$ cat config.mk
export PLATFORM = sky130hd
export DESIGN_NAME = m3i_div_stage
export DESIGN_NICKNAME = d
export VERILOG_FILES = /design/src/hw/rtl/mat3_inverse_defines.svh /design/src/hw/rtl/m3i_pkg.sv /design/src/hw/rtl/m3i_div_stage.sv
export SDC_FILE = /design/constraint.sdc
export NUM_CORES = 2
export LEC_CHECK = 0
export ABC_AREA = 0
export BUFFER_PORTS_ARGS = -buffer_cell sky130_fd_sc_hd__buf_4
export CAP_MARGIN = 25
export CELL_PAD_IN_SITES_DETAIL_PLACEMENT = 2
export CELL_PAD_IN_SITES_GLOBAL_PLACEMENT = 2
export CORE_AREA = 2 2 731 733
export CTS_CLUSTER_DIAMETER = 40
export DETAILED_ROUTE_END_ITERATION = 16
export DIE_AREA = 0 0 733 735
export PLACE_DENSITY_LB_ADDON = 0.1
export SYNTH_ARGS = -nofsm -noshare
export SYNTH_HDL_FRONTEND = slang
export SYNTH_SLANG_ARGS = --single-unit
$ cat constraint.sdc
create_clock -name clk -period 10 [get_ports clk]
set_clock_uncertainty 0.1 [all_clocks]
set_input_delay 0 -clock clk [delete_from_list [all_inputs] [get_ports clk]]
set_output_delay 0 -clock clk [all_outputs]
set_load 0.01 [all_outputs]
$ cat src/hw/rtl/mat3_inverse_defines.svh
// Assertion helpers for the matrix inverse block.
// Both expect clk and rst_n in the scope of the module that uses them.
`ifndef MAT3_INVERSE_DEFINES_SVH
`define MAT3_INVERSE_DEFINES_SVH
`ifndef ASSERT_OFF
`define M3I_ASSERT(lbl, prop, msg) \
  lbl: assert property (@(posedge clk) disable iff (!rst_n) prop) else $error(msg);
`define M3I_IMPLY(lbl, ante, cons, msg) \
  `M3I_ASSERT(lbl, (ante) |-> (cons), msg)
`else
`define M3I_ASSERT(lbl, prop, msg)
`define M3I_IMPLY(lbl, ante, cons, msg)
`endif
`endif

$ cat src/hw/rtl/m3i_pkg.sv
package m3i_pkg;
  localparam int WORD          = 32;
  localparam int NELEM         = 9;
  localparam int FRAC_BITS_DEF = 16;
  localparam int PROD_W        = 2 * WORD;
  localparam int COF_W         = PROD_W + 1;
  localparam int DET_W         = 100;
  localparam int DIV_BITS      = 2;
  localparam int DIV_STAGES    = WORD / DIV_BITS;
  localparam int IN_W          = NELEM * WORD;
  localparam int OUT_W         = (NELEM + 1) * WORD;

  // 2x2 minor of lane g is a[MIN_A]*a[MIN_B] - a[MIN_C]*a[MIN_D]; odd lanes negate
  localparam int MIN_A [NELEM] = '{4, 1, 1, 3, 0, 0, 3, 0, 0};
  localparam int MIN_B [NELEM] = '{8, 8, 5, 8, 8, 5, 7, 7, 4};
  localparam int MIN_C [NELEM] = '{7, 7, 4, 6, 6, 3, 6, 6, 3};
  localparam int MIN_D [NELEM] = '{5, 2, 2, 5, 2, 2, 4, 1, 1};
  // first-column elements that weight cofactors 0..2 in the determinant
  localparam int X_IDX [3] = '{0, 3, 6};

  localparam logic [WORD-1:0] SAT_MAX = 32'h7FFF_FFFF;
  localparam logic [WORD-1:0] SAT_MIN = 32'h8000_0000;

  typedef struct packed {
    logic [PROD_W-1:0] rem;
    logic [WORD-1:0]   quo;
    logic              neg;
    logic              ovf;
  } div_lane_t;

  typedef struct packed {
    div_lane_t [NELEM-1:0] lane;
    logic [WORD-1:0]       dm;
    logic [WORD-1:0]       det_bits;
  } div_pay_t;
endpackage

$ cat src/hw/rtl/m3i_div_stage.sv
module m3i_div_stage #(
  parameter int STAGE = 0
) (
  input  logic               clk,
  input  logic               rst_n,
  input  logic               ld,
  input  logic               v_in,
  input  m3i_pkg::div_pay_t  pay_in,
  output logic               v_out,
  output m3i_pkg::div_pay_t  pay_out
);
  logic              v_r;
  m3i_pkg::div_pay_t pay_r;
  m3i_pkg::div_pay_t pay_nxt;

  // restoring division, two quotient bits per stage, all lanes side by side
  always_comb begin
    logic [m3i_pkg::PROD_W-1:0] dsh;
    pay_nxt = pay_in;
    for (int l = 0; l < m3i_pkg::NELEM; l++) begin
      for (int j = 0; j < m3i_pkg::DIV_BITS; j++) begin
        dsh = {{m3i_pkg::WORD{1'b0}}, pay_in.dm}
              << (m3i_pkg::WORD - 1 - m3i_pkg::DIV_BITS * STAGE - j);
        if (pay_nxt.lane[l].rem >= dsh) begin
          pay_nxt.lane[l].rem = pay_nxt.lane[l].rem - dsh;
          pay_nxt.lane[l].quo = {pay_nxt.lane[l].quo[m3i_pkg::WORD-2:0], 1'b1};
        end else begin
          pay_nxt.lane[l].quo = {pay_nxt.lane[l].quo[m3i_pkg::WORD-2:0], 1'b0};
        end
      end
    end
  end

  always_ff @(posedge clk) begin
    if (!rst_n) begin
      v_r <= 1'b0;
    end else if (ld) begin
      v_r <= v_in;
    end
  end

  always_ff @(posedge clk) begin
    if (ld) begin
      pay_r <= pay_nxt;
    end
  end

  assign v_out   = v_r;
  assign pay_out = pay_r;
endmodule

# Word-level counts from Yosys, hierarchy flattened

Index checks and enable logic that the tools add are counted.

Muxes and demuxes: 36
$lt $le $gt $ge: 18
Add/subtract/negate cells: 18

Operator list:

| kind           | count |
|---|---|
| $mux 64        | 18 |
| $ge 64x62->1   | 9 |
| $ge 64x63->1   | 9 |
| $sub 64x62->64 | 9 |
| $sub 64x63->64 | 9 |
| $mux 1         | 18 |

Bits in registers: 947

# Logic depth before layout (Yosys ltp)

Depth after elaboration: 4
Gate-level depth with buffers: 29

# Worst setup path after synthesis

Ideal clock, no wire load.

Path kind: input to register
Start: in pay_in[33] (netlist bit)
End: reg pay_r, in the netlist pay_out[426] (data pin)
Arrival time: 6.296 ns
Slack: 3.344 ns
Data required time: 9.640 ns
Buffers on the path: 3
Cell stages on the path: 27
Library setup time: 0.260 ns
Cell sequence: inv_1 > ha_1 > nor2b_1 > o31a_1 > o31ai_4 > a211oi_1 > o21ai_2 > and3_1 > nor2_1 > or3_1 > buf_2 > buf_2 > mux2_2 > ha_1 > and3_1 > and2_1 > a221o_1 > a31oi_2 > o21ai_2 > a221oi_4 > o21ai_2 > nor3_1 > o21a_1 > and3_2 > inv_2 > buf_6 > mux2_4

RTL lines:

| item                 | line                | source |
|---|---|---|
| from (decl)          | m3i_div_stage.sv:8  | `input m3i_pkg::div_pay_t pay_in,` |
| to (signal assigned) | m3i_div_stage.sv:44 | `pay_r <= pay_nxt;` |
| to (decl)            | m3i_div_stage.sv:13 | `m3i_pkg::div_pay_t pay_r;` |

==> metrics <==
input/output buffers 1878; post-synthesis cell count 6194; vertical extent of the die 735 um; Worst path slowest cell sky130_fd_sc_hd__ha_1; minimum hold slack 0.0804 ns; Yosys top cell area share 43.3%; mean instance size in the synthesized netlist 10.6 um2; cell types with the highest counts after synthesis sky130_fd_sc_hd__edfxtp_1 (946), sky130_fd_sc_hd__a21oi_1 (669), sky130_fd_sc_hd__ha_1 (576), sky130_fd_sc_hd__nor2_1 (469), sky130_fd_sc_hd__nand2_1 (382); Placed Cells incl. Taps between 15000 and 20000; fraction of the cycle the final worst path needs 89.0%; clock-pin slew of the registers on the worst-case setup and hold paths 0.05 ns; VDD IR-drop max 0.122 mV; crit end category register; number of vias per cell approximately 4.0; total number of placement rows 268; number of global-route vias before repair 76700; number of buffer and inverter stages on the critical path 7; number of clock sinks between 900 and 1000; area of the die between 500000 and 600000 um2; H-tree Lvls 5; standby leakage power 0.0480 uW; placed wire-length estimate after detailed placement between 400 and 500 mm; overall fraction of global-route tracks in use 18.9%; Resize count post-CTS 0; total placed instance area 89000 um2; starting density of the core 12.4%; cell types occupying the most area after synthesis sky130_fd_sc_hd__edfxtp_1 (43%), sky130_fd_sc_hd__ha_1 (11%), sky130_fd_sc_hd__a21oi_1 (5.1%); number of flops mapped to enable cells by yosys 946; pin count of the biggest net entering global routing approximately 130; cell type with the largest total area after synthesis sky130_fd_sc_hd__edfxtp_1; CTS tree yes; number of nets in the layout approximately 12000; synthesis warning total 0; Top Ports roughly 1900; number of post-CTS setup repair buffers 0; Most common cell on crit path sky130_fd_sc_hd__o21ai_2; outcome finished, final reports clean; via total after detailed routing approximately 69000; Mapped Area approximately 66000 um2; initial antenna violation count 151; Setup crit start kind input pin; setup violation total in the final timing report 0; most frequently used flop master after synthesis sky130_fd_sc_hd__edfxtp_1; count of unique library cells instantiated by Yosys 108; detailed-route wire length per cell between 30 and 40 um; overflow left after global routing 0; hold buffer count at cts 1816; DRC viols 0; CP Data Arrival Time 9.43 ns; number of buffers inserted during clock tree synthesis 292; required time at the worst-slack endpoint 10.53 ns; final critical delay including setup and external delays 8.90 ns; number of standard cells in the final layout excluding fillers 17500; sequential cell area fraction in the yosys report 43.3%; worst stage delay on the critical path 0.75 ns; core area 531000 um2; most repeated cell in the gate-level netlist after synthesis sky130_fd_sc_hd__edfxtp_1; async set-or-reset flop fraction in the synthesized netlist 0%; fraction of power consumed by sequential logic 23.6%; CTS Buffer Depth 4; Tightest Hold Check Type in -> reg; Fin. Hold Viols 0; drt total wl 528 mm; worst skew pair latency 0.88 ns; overall power 24400 uW; Switching Power 8630 uW; part of the power in combinational logic 37.3%; transition time at the pin with the least slew margin around 1.0 ns; first-pass GRT wire length 702 mm; unrepaired setup endpoints after global routing false; cell at the root of the clock tree sky130_fd_sc_hd__clkbuf_16; share of post-route cells with drive strength above 1 27.2%; number of iterations in the first detailed-routing pass 8; weighted congestion at the end of routability-driven global placement 0.888; Detailed Route Iter0 Violations 2848; power density of the placed cells 208 nW/um2; Die X around 730 um; internal power component 15800 uW; maximum frequency from static timing analysis 112 MHz; maximum fanout count along the critical path 33; post-route antenna net violation count 0; Syn Nets 7738; layout overhead on the synthesized area 78.7%; critical path class in -> reg; switching part of the total 35.4%; aggregate negative setup slack 0 ns; Crit path max-delay family compound AO/OA/AOI/OAI gates; Clock power frac about two fifths; post-route cell area 117000 um2; number of max-cap violations 0; headroom to the max-slew limit about 31%; Final Max Slew Viols 0; register bit count reported by yosys roughly 950
state kept, by name, summed over array words and instances, names as in the netlist:
register	count
pay_out	946
v_out	1
layer usage:
| metal | part of all wire [%] | GRT usage (%) | wire (um) |
|---|---|---|---|
| met5 | 0.052 | 0 | 276 |
| met4 | 4.5 | 7.27 | 23900 |
| met3 | 4.1 | 2.97 | 21500 |
| met2 | 51 | 34.5 | 268000 |
| met1 | 41 | 22.0 | 214000 |
power by group through the flow:
stage / Combinational (uW) / Sequential (uW) / Clock [uW]
6_report: 9100 / 5750 / 9550
5_1_grt: 9820 / 5810 / 9990
4_1_cts: 9300 / 5800 / 9850
3_5_place_dp: 8220 / 5840 / 0
3_3_place_gp: 8210 / 5850 / 0
2_1_floorplan: 3990 / 5880 / 0
per-stage QoR:
stage                     setup WS (ns)  utilization (%)
after global placement             1.06             16.8
after global routing              0.786             22.1
after detailed placement           1.27             16.8
after CTS                          1.16             22.1
final                              1.10             22.1
after floorplan                    3.34                -
worst register-to-register path, stage by stage, from the launching register on:
cell                            delay (ns)
sky130_fd_sc_hd__dfxtp_1              0.31
sky130_fd_sc_hd__mux2i_1              0.15
sky130_fd_sc_hd__nor2b_1              0.07
sky130_fd_sc_hd__dlygate4sd3_1        0.55
layout by cell type (no fill, tap or decap), types with 98 or more instances in the layout:
cell type                       netlist  final
sky130_fd_sc_hd__xnor2_1            366    366
sky130_fd_sc_hd__o21ai_0            339    339
sky130_fd_sc_hd__nand3_1            109    109
sky130_fd_sc_hd__clkbuf_16            0    295
sky130_fd_sc_hd__nand2_1            382    381
sky130_fd_sc_hd__a21oi_1            669    669
sky130_fd_sc_hd__a21o_1             282    282
sky130_fd_sc_hd__edfxtp_1           946    946
sky130_fd_sc_hd__xor2_1             141    141
sky130_fd_sc_hd__mux2_2             180    180
sky130_fd_sc_hd__ha_1               576    576
sky130_fd_sc_hd__nor2_1             469    468
sky130_fd_sc_hd__buf_4                4   2003
sky130_fd_sc_hd__nand4_1             98     98
sky130_fd_sc_hd__inv_1              213    182
sky130_fd_sc_hd__dlygate4sd3_1        0   1816
cell type report:
cell class / instances / area, um2
well taps: 7020 / 8780
clock inverters: 193 / 2390
flip-flops and latches: 947 / 28400
repair buffers: 3831 / 33400
diodes: 67 / 168
inverters: 216 / 856
multi-input cells: 4885 / 35700
fillers: 59500 / 414000
clock buffers: 335 / 7530
path summary, 6_finish.rpt:
| check | end | from | slack [ns] | depth (start not counted) |
|---|---|---|---|---|
| min | pay_out[482]$_DFFE_PP_ | ld | 0.08 | 2 |
| min reg2reg | v_out$_SDFFE_PN0P_ | v_out$_SDFFE_PN0P_ | 1.01 | 3 |
| max | pay_out[445]$_DFFE_PP_ | pay_in[40] | 1.10 | 29 |
| max reg2reg | v_out$_SDFFE_PN0P_ | v_out$_SDFFE_PN0P_ | 8.71 | 3 |
kinds of logic after synthesis:
| kind of cell | after synthesis | synth area share [%] |
|---|---|---|
| flip-flops | 947 | 43.3 |
| buffers and inverters | 362 | 2.35 |
| multiplexers | 342 | 6.26 |
| XOR/XNOR | 507 | 6.76 |
| adder cells (fa/ha/maj) | 594 | 11.5 |
| AO/OA/AOI/OAI | 1916 | 18.6 |
| AND/OR/NAND/NOR | 1526 | 11.2 |
Note: power is estimated with default switching activity, not from simulation.
